<file path="src/sv/baldq_pkg.sv">
// Shared types and constants for the bounded array-list deque.
// Holds operation/status codes, controller states and the command/status structs.
// No dependencies.
package baldq_pkg;

   localparam int DEF_CAPACITY   = 256;
   localparam int DEF_ELEM_WIDTH = 32;

   localparam int OP_W        = 3;
   localparam int ELEM_IN_W   = 32;
   localparam int POS_W       = 16;
   localparam int ELEM_OUT_W  = 32;
   localparam int COUNT_OUT_W = 9;
   localparam int STATUS_W    = 2;

   typedef enum logic [OP_W-1:0] {
      OP_INS_HEAD   = 3'd0,
      OP_INS_TAIL   = 3'd1,
      OP_REM_HEAD   = 3'd2,
      OP_REM_TAIL   = 3'd3,
      OP_READ_HEAD  = 3'd4,
      OP_READ_TAIL  = 3'd5,
      OP_READ_INDEX = 3'd6
   } op_type;

   typedef enum logic [STATUS_W-1:0] {
      ST_OK    = 2'd0,
      ST_FULL  = 2'd1,
      ST_EMPTY = 2'd2
   } status_type;

   typedef enum logic [2:0] {
      S_IDLE,
      S_EXEC,
      S_SHIFT_UP,
      S_SHIFT_DN,
      S_PUT_HEAD,
      S_DONE
   } state_type;

   // sweep counter commands
   typedef enum logic [2:0] {
      SW_HOLD,
      SW_OPEN_INS,
      SW_NEXT_INS,
      SW_OPEN_REM,
      SW_NEXT_REM
   } sweep_type;

   typedef enum logic [2:0] {
      RD_NONE,
      RD_HEAD,
      RD_TAIL,
      RD_INDEX,
      RD_SWEEP
   } rd_type;

   typedef enum logic [1:0] {
      WR_NONE,
      WR_HEAD,
      WR_TAIL,
      WR_SWEEP
   } wr_type;

   typedef enum logic [1:0] {
      CNT_HOLD,
      CNT_INC,
      CNT_DEC
   } cnt_type;

   typedef struct packed {
      logic      latch;
      sweep_type sweep;
      rd_type    rd;
      wr_type    wr;
      cnt_type   cnt;
      logic      set_result;
      logic      rsp_load;
   } cmd_type;

   typedef struct packed {
      logic [OP_W-1:0] op;
      logic            full;
      logic            empty;
      logic            single;
      logic            idx_zero;
      logic            idx_last;
      logic            rsp_free;
   } sts_type;

endpackage

</file>
<file path="src/sv/baldq_ctrl.sv">
// Controller of the bounded array-list deque: decodes each operation and
// sequences memory sweeps. Depends on baldq_pkg; drives baldq_dpath commands.
module baldq_ctrl (
   input  logic               clock,
   input  logic               reset,
   input  logic               req_valid,
   output logic               req_ready,
   input  baldq_pkg::sts_type sts,
   output baldq_pkg::cmd_type cmd
);

   baldq_pkg::state_type state_ff, state_in;

   always_ff @(posedge clock) begin
      if (reset) begin
         state_ff <= baldq_pkg::S_IDLE;
      end else begin
         state_ff <= state_in;
      end
   end

   always_comb begin
      state_in       = state_ff;
      req_ready      = 1'b0;
      cmd.latch      = 1'b0;
      cmd.sweep      = baldq_pkg::SW_HOLD;
      cmd.rd         = baldq_pkg::RD_NONE;
      cmd.wr         = baldq_pkg::WR_NONE;
      cmd.cnt        = baldq_pkg::CNT_HOLD;
      cmd.set_result = 1'b0;
      cmd.rsp_load   = 1'b0;
      case (state_ff)
         baldq_pkg::S_IDLE: begin
            req_ready = 1'b1;
            if (req_valid) begin
               cmd.latch = 1'b1;
               state_in  = baldq_pkg::S_EXEC;
            end
         end
         baldq_pkg::S_EXEC: begin
            cmd.set_result = 1'b1;
            state_in       = baldq_pkg::S_DONE;
            case (sts.op)
               baldq_pkg::OP_INS_HEAD: begin
                  if (!sts.full) begin
                     if (sts.empty) begin
                        state_in = baldq_pkg::S_PUT_HEAD;
                     end else begin
                        cmd.sweep = baldq_pkg::SW_OPEN_INS;
                        cmd.rd    = baldq_pkg::RD_SWEEP;
                        state_in  = baldq_pkg::S_SHIFT_UP;
                     end
                  end
               end
               baldq_pkg::OP_INS_TAIL: begin
                  if (!sts.full) begin
                     cmd.wr  = baldq_pkg::WR_TAIL;
                     cmd.cnt = baldq_pkg::CNT_INC;
                  end
               end
               baldq_pkg::OP_REM_HEAD: begin
                  if (!sts.empty) begin
                     if (sts.single) begin
                        cmd.cnt = baldq_pkg::CNT_DEC;
                     end else begin
                        cmd.sweep = baldq_pkg::SW_OPEN_REM;
                        cmd.rd    = baldq_pkg::RD_SWEEP;
                        state_in  = baldq_pkg::S_SHIFT_DN;
                     end
                  end
               end
               baldq_pkg::OP_REM_TAIL: begin
                  if (!sts.empty) cmd.cnt = baldq_pkg::CNT_DEC;
               end
               baldq_pkg::OP_READ_HEAD: begin
                  if (!sts.empty) cmd.rd = baldq_pkg::RD_HEAD;
               end
               baldq_pkg::OP_READ_TAIL: begin
                  if (!sts.empty) cmd.rd = baldq_pkg::RD_TAIL;
               end
               baldq_pkg::OP_READ_INDEX: begin
                  cmd.rd = baldq_pkg::RD_INDEX;
               end
               default: begin
                  state_in = baldq_pkg::S_DONE;
               end
            endcase
         end
         baldq_pkg::S_SHIFT_UP: begin
            cmd.wr = baldq_pkg::WR_SWEEP;
            if (sts.idx_zero) begin
               state_in = baldq_pkg::S_PUT_HEAD;
            end else begin
               cmd.sweep = baldq_pkg::SW_NEXT_INS;
               cmd.rd    = baldq_pkg::RD_SWEEP;
            end
         end
         baldq_pkg::S_SHIFT_DN: begin
            cmd.wr = baldq_pkg::WR_SWEEP;
            if (sts.idx_last) begin
               cmd.cnt  = baldq_pkg::CNT_DEC;
               state_in = baldq_pkg::S_DONE;
            end else begin
               cmd.sweep = baldq_pkg::SW_NEXT_REM;
               cmd.rd    = baldq_pkg::RD_SWEEP;
            end
         end
         baldq_pkg::S_PUT_HEAD: begin
            cmd.wr   = baldq_pkg::WR_HEAD;
            cmd.cnt  = baldq_pkg::CNT_INC;
            state_in = baldq_pkg::S_DONE;
         end
         baldq_pkg::S_DONE: begin
            if (sts.rsp_free) begin
               cmd.rsp_load = 1'b1;
               state_in     = baldq_pkg::S_IDLE;
            end
         end
         default: begin
            state_in = baldq_pkg::S_IDLE;
         end
      endcase
   end

   a_latch_exec: assert property (@(posedge clock) disable iff (reset)
      cmd.latch |=> (state_ff == baldq_pkg::S_EXEC))
      else $error("accepted transaction not decoded next cycle");

   a_load_free: assert property (@(posedge clock) disable iff (reset)
      cmd.rsp_load |-> sts.rsp_free)
      else $error("response register overwritten while occupied");

   a_sweep_write: assert property (@(posedge clock) disable iff (reset)
      (state_ff == baldq_pkg::S_SHIFT_UP || state_ff == baldq_pkg::S_SHIFT_DN) |->
      (cmd.wr == baldq_pkg::WR_SWEEP && !cmd.latch))
      else $error("sweep cycle without entry move");

endmodule
</file>
<file path="config.mk">
export PLATFORM = sky130hd
export DESIGN_NAME = baldq_ctrl
export DESIGN_NICKNAME = d
export VERILOG_FILES = /design/src/sv/baldq_pkg.sv /design/src/sv/baldq_ctrl.sv
export SDC_FILE = /design/constraint.sdc
export NUM_CORES = 1
export LEC_CHECK = 0
export BUFFER_PORTS_ARGS = -buffer_cell sky130_fd_sc_hd__buf_2
export CAP_MARGIN = 20
export CORE_AREA = 2 2 39 41
export CTS_CLUSTER_SIZE = 24
export DETAILED_ROUTE_END_ITERATION = 12
export DIE_AREA = 0 0 41 43
export SLEW_MARGIN = 20
export SYNTH_ARGS = -nofsm -noshare
export SYNTH_HDL_FRONTEND = slang
export SYNTH_SLANG_ARGS = --single-unit
</file>
<file path="constraint.sdc">
create_clock -name clock -period 2.05 [get_ports clock]
set_clock_uncertainty 0.1 [all_clocks]
set_input_delay 0.1025 -clock clock [delete_from_list [all_inputs] [get_ports clock]]
set_output_delay 0.1025 -clock clock [all_outputs]
set_load 0.1 [all_outputs]
</file>
Yosys cells after proc, flatten, opt, wreduce, memory -nomap -nowiden
Cells that the tools add are included.
{"block": "op_classes", "n_mux": 36, "n_reduce_logical": 4, "n_eq_ne": 15}
{"operator": "$mux W3", "count": 8}
{"operator": "$pmux W2 S3", "count": 3}
{"operator": "$pmux W3 S6", "count": 1}
{"operator": "$pmux W6 S3", "count": 1}
{"operator": "$eq A3 B3 Y1 const B", "count": 5}
{"operator": "$mux W5", "count": 3}
{"operator": "$pmux W3 S5", "count": 1}
{"operator": "$eq A3 B2 Y1 const B", "count": 4}
{"operator": "$mux W2", "count": 6}
{"operator": "$mux W4", "count": 3}
{"operator": "$pmux W3 S2", "count": 2}
{"operator": "$ne A2 B2 Y1 const B", "count": 4}
{"operator": "$mux W1", "count": 7}
{"operator": "$eq A3 B1 Y1 const B", "count": 2}
{"operator": "$logic_not A3 Y1", "count": 2}
{"operator": "$mux W6", "count": 1}
{"operator": "$reduce_and A4 Y1", "count": 1}
{"operator": "$reduce_or A2 Y1", "count": 1}
{"block": "word_totals", "inputBits": 12, "word_cells": 56, "out_inout_bits": 14, "reg_bits": 3}

Logic depth before layout (Yosys ltp)
{"block": "depth", "depth_word": 4, "mapped_depth": 4, "ltp_nobuf": 3}

Worst setup path before layout
No wires, ideal clock.
{"block": "synth_timing", "path_kind": "reg-to-output", "start": "register state_ff[1]", "end": "output port cmd[3] (netlist bit)", "required_time_ps": 1847, "arrival_time_ps": 4389, "slack_ps": -2541, "stages_incl_launch_ff": 5, "cell_sequence": "dfxtp_1 -> buf_2 -> nor3b_2 -> nand3b_1 -> o32ai_1"}
{"element": "start: declaration", "line_no": "baldq_ctrl.sv:12", "text": "baldq_pkg::state_type state_ff, state_in;"}
{"element": "start signal: assignment", "line_no": "baldq_ctrl.sv:16", "text": "state_ff <= baldq_pkg::S_IDLE;"}
{"element": "start signal: assignment", "line_no": "baldq_ctrl.sv:18", "text": "state_ff <= state_in;"}
{"element": "end: declaration", "line_no": "baldq_ctrl.sv:9", "text": "output baldq_pkg::cmd_type cmd"}

==> qor.txt <==
Tmin final = 1.96 ns
Cell Chain, Critical Path = nor3b_4 -> nand3b_1 -> o32ai_4 -> buf_12
DR WL/cell = 13.3 microns
Clk sink count = 3
Leakage = 0.318 nW
Vias in the first global route = 506
Ports = 26
Syn avg cell area = 7.10 sq um
Top cells by area, synth = dfxtp_1, nand2b_1, nor2b_1, nor2_1, o32ai_1
Area share of the largest cell type after synthesis = 14.3%
Hold_ws = 0.152 ns
Startpoint Class = register
Unrepaired setup endpoints after global routing = no
Initial antenna violation count = 0
Final instance area = 805 sq um
CTS tree = yes
CP Launch Point = state_ff[0]
F_max = 510 MHz
DR vias = 549
H-tree Lvls = 1
Worst vdd ir = 0.389 mV
Hold EP = state_ff[0]
GR Overflow Total = 0
Pwr dens = 531 nW/um^2
Syn. warnings = 0
Layout cells sized above 1 = 53.9%
Hold path startpoint = sts[7]
Clock transition at the registers of the reported paths = 0.03 ns
Largest regs = state_ff: 3 flops
Final hold violation count = 0
R2r endpoint = state_ff[1]
Die width = 41 microns
Cell variety after synth = 31
Worst slew margin = 67.4%
Setup-failing EPs final = 0
Critical path type = register to primary output
Sequential fraction of the synthesis area = 14.3%
Buffers on Ports = 25
Root Buffer = clkbuf_4
Period Utilization, post-route = 95.6%
Area delta synth->final = 91.9%
Die Ht = 43 microns
Status = completed
Total GRT Usage = 18.9%
# diodes = 0
Cells on Worst Hold Path = 3
Largest stage delay, worst path = 0.45 ns
Cell accounting for the most synthesized area = dfxtp_1
R2R Path Start = state_ff[1]
Crit end category = primary output
Crit path max-delay family = simple AND/OR/NAND/NOR gates
Slew Limit Fails = 0
Post-synth net total = 71
DRT iter0 DRCs = 5
Routed Antenna Nets = 0
Worst Hold Class = input pin to register
Final wirelength = 1400 microns
Worst path bufs/invs = 1
Cells after synthesis = 59
Reg-to-reg slack, setup = 0.36 ns
Placed cell area = 759 sq um
GP Congestion = 0.727
Clk_lat worst skew = 0.24 ns
DRC Markers = 0
#FFs+latches synth = 3
Worst EP required = 1.85 ns
Arrival @ worst endpoint = 1.76 ns
Cells on worst reg2reg path = 3
CP max stage cell = dfxtp_1
Max-cap violation count = 0
Maximum buffer depth of the clock tree = 2
Vias per cell = 5.23
Cts bufs inserted = 3
Row count = 14
First-pass GRT wire length = 2250 microns
Worst Max-Slew Pin Slew = 0.493 ns
Max reg flops = 3
Pin count of the biggest net entering global routing = 13
Final HPWL from detailed placement = 1110 microns
Starting density of the core = 30.3%
Crit-path max FO = 5
DR pass1 iterations = 2
Largest Register = state_ff
Die area = 1760 sq um
Core ar. = 1380 sq um
Synthesized area = 419 sq um
Final nets = 102
[cell usage after synthesis, drive strengths merged]
cell,instances
o41a,1
nand4b,1
nand2,4
nor2,5
and2,2
nor4,1
o31a,1
a21boi,2
or3,1
inv,3
nor2b,5
or2,1
a21oi,3
o21bai,1
nand3,1
dfxtp,3
nor3b,3
buf,1
nor3,3
or4,1
mux2i,1
mux2,1
a2111oi,1
o21ai,2
nand3b,1
clkbuf,2
a31oi,1
nand2b,5
o32ai,2
[worst register-to-register path, cell delays in order (launching register included)]
cell	delay, ns
dfxtp_1	0.57
nand2b_1	0.23
or2_1	0.34
a2111oi_2	0.35
[final cells by class]
type,instances,area (sq um)
clock buffer,4,26.3
timing repair buffer,29,248
tap,16,20.0
sequential,3,61.3
fill,133,579
multi-input combinational,50,434
inverter,3,15.0
[power by group]
group	internal, mW	total [mW]	switching, mW
clock network	0.0731	0.106	0.0332
registers	0.0633	0.0748	0.0115
logic	0.0742	0.246	0.172
total	0.211	0.427	0.217
[routing by layer]
layer | vias to the layer above | wire length [microns] | track usage [%] | share of wire (%)
met3 | 3 | 62 | 1.57 | 4.4
met1 | 254 | 579 | 23.9 | 41
met2 | 15 | 732 | 29.1 | 52
met4 | 0 | 22 | 12.0 | 1.6
li1 | 277 | - | - | -
met5 | - | 0 | 0 | 0
[stage by stage]
stage	cells	setup TNS [ns]	power [mW]	util, %	setup slack, ns
after floorplan	59	-3.40	0.258	-	-0.789
after global placement	99	0	0.315	54.9	0.334
after detailed placement	99	0	0.317	54.9	0.297
after CTS	104	0	0.428	57.5	0.0357
after global routing	105	0	0.448	58.1	0.00508
final	105	0	0.427	58.1	0.0899
[repair_timing]
action                                 CTS  global route
resized for setup                        0             1
hold buffers                             1             0
endpoints found under the hold margin    2             0
setup endpoints to repair                0             1
buffers inserted                         0             1
[layout by cell type, fill, tap and decap left out, drive strengths merged, types with 2 or more instances in the layout]
cell    count
nor2        5
nor2b       5
o32ai       2
inv         2
nor3        3
o21ai       2
nand2b      5
nand2       4
dfxtp       3
nor3b       3
buf        28
clkbuf      4
a21oi       3
and2        2
a21boi      2
[logic make-up after synthesis]
family / count (synthesis) / synth area share (%)
compound gates: 14 / 25.4
buf+inv: 6 / 5.67
flops: 3 / 14.3
mux: 2 / 5.97
simple gates: 34 / 48.7
[worst max-delay path by stage]
stage	to	cells past startpoint
2_1_floorplan	cmd[3]	4
3_3_place_gp	cmd[3]	4
3_5_place_dp	cmd[3]	4
4_1_cts	cmd[3]	4
5_1_grt	cmd[3]	4
6_report	cmd[3]	4
Note: power is estimated with default switching activity, not from simulation.
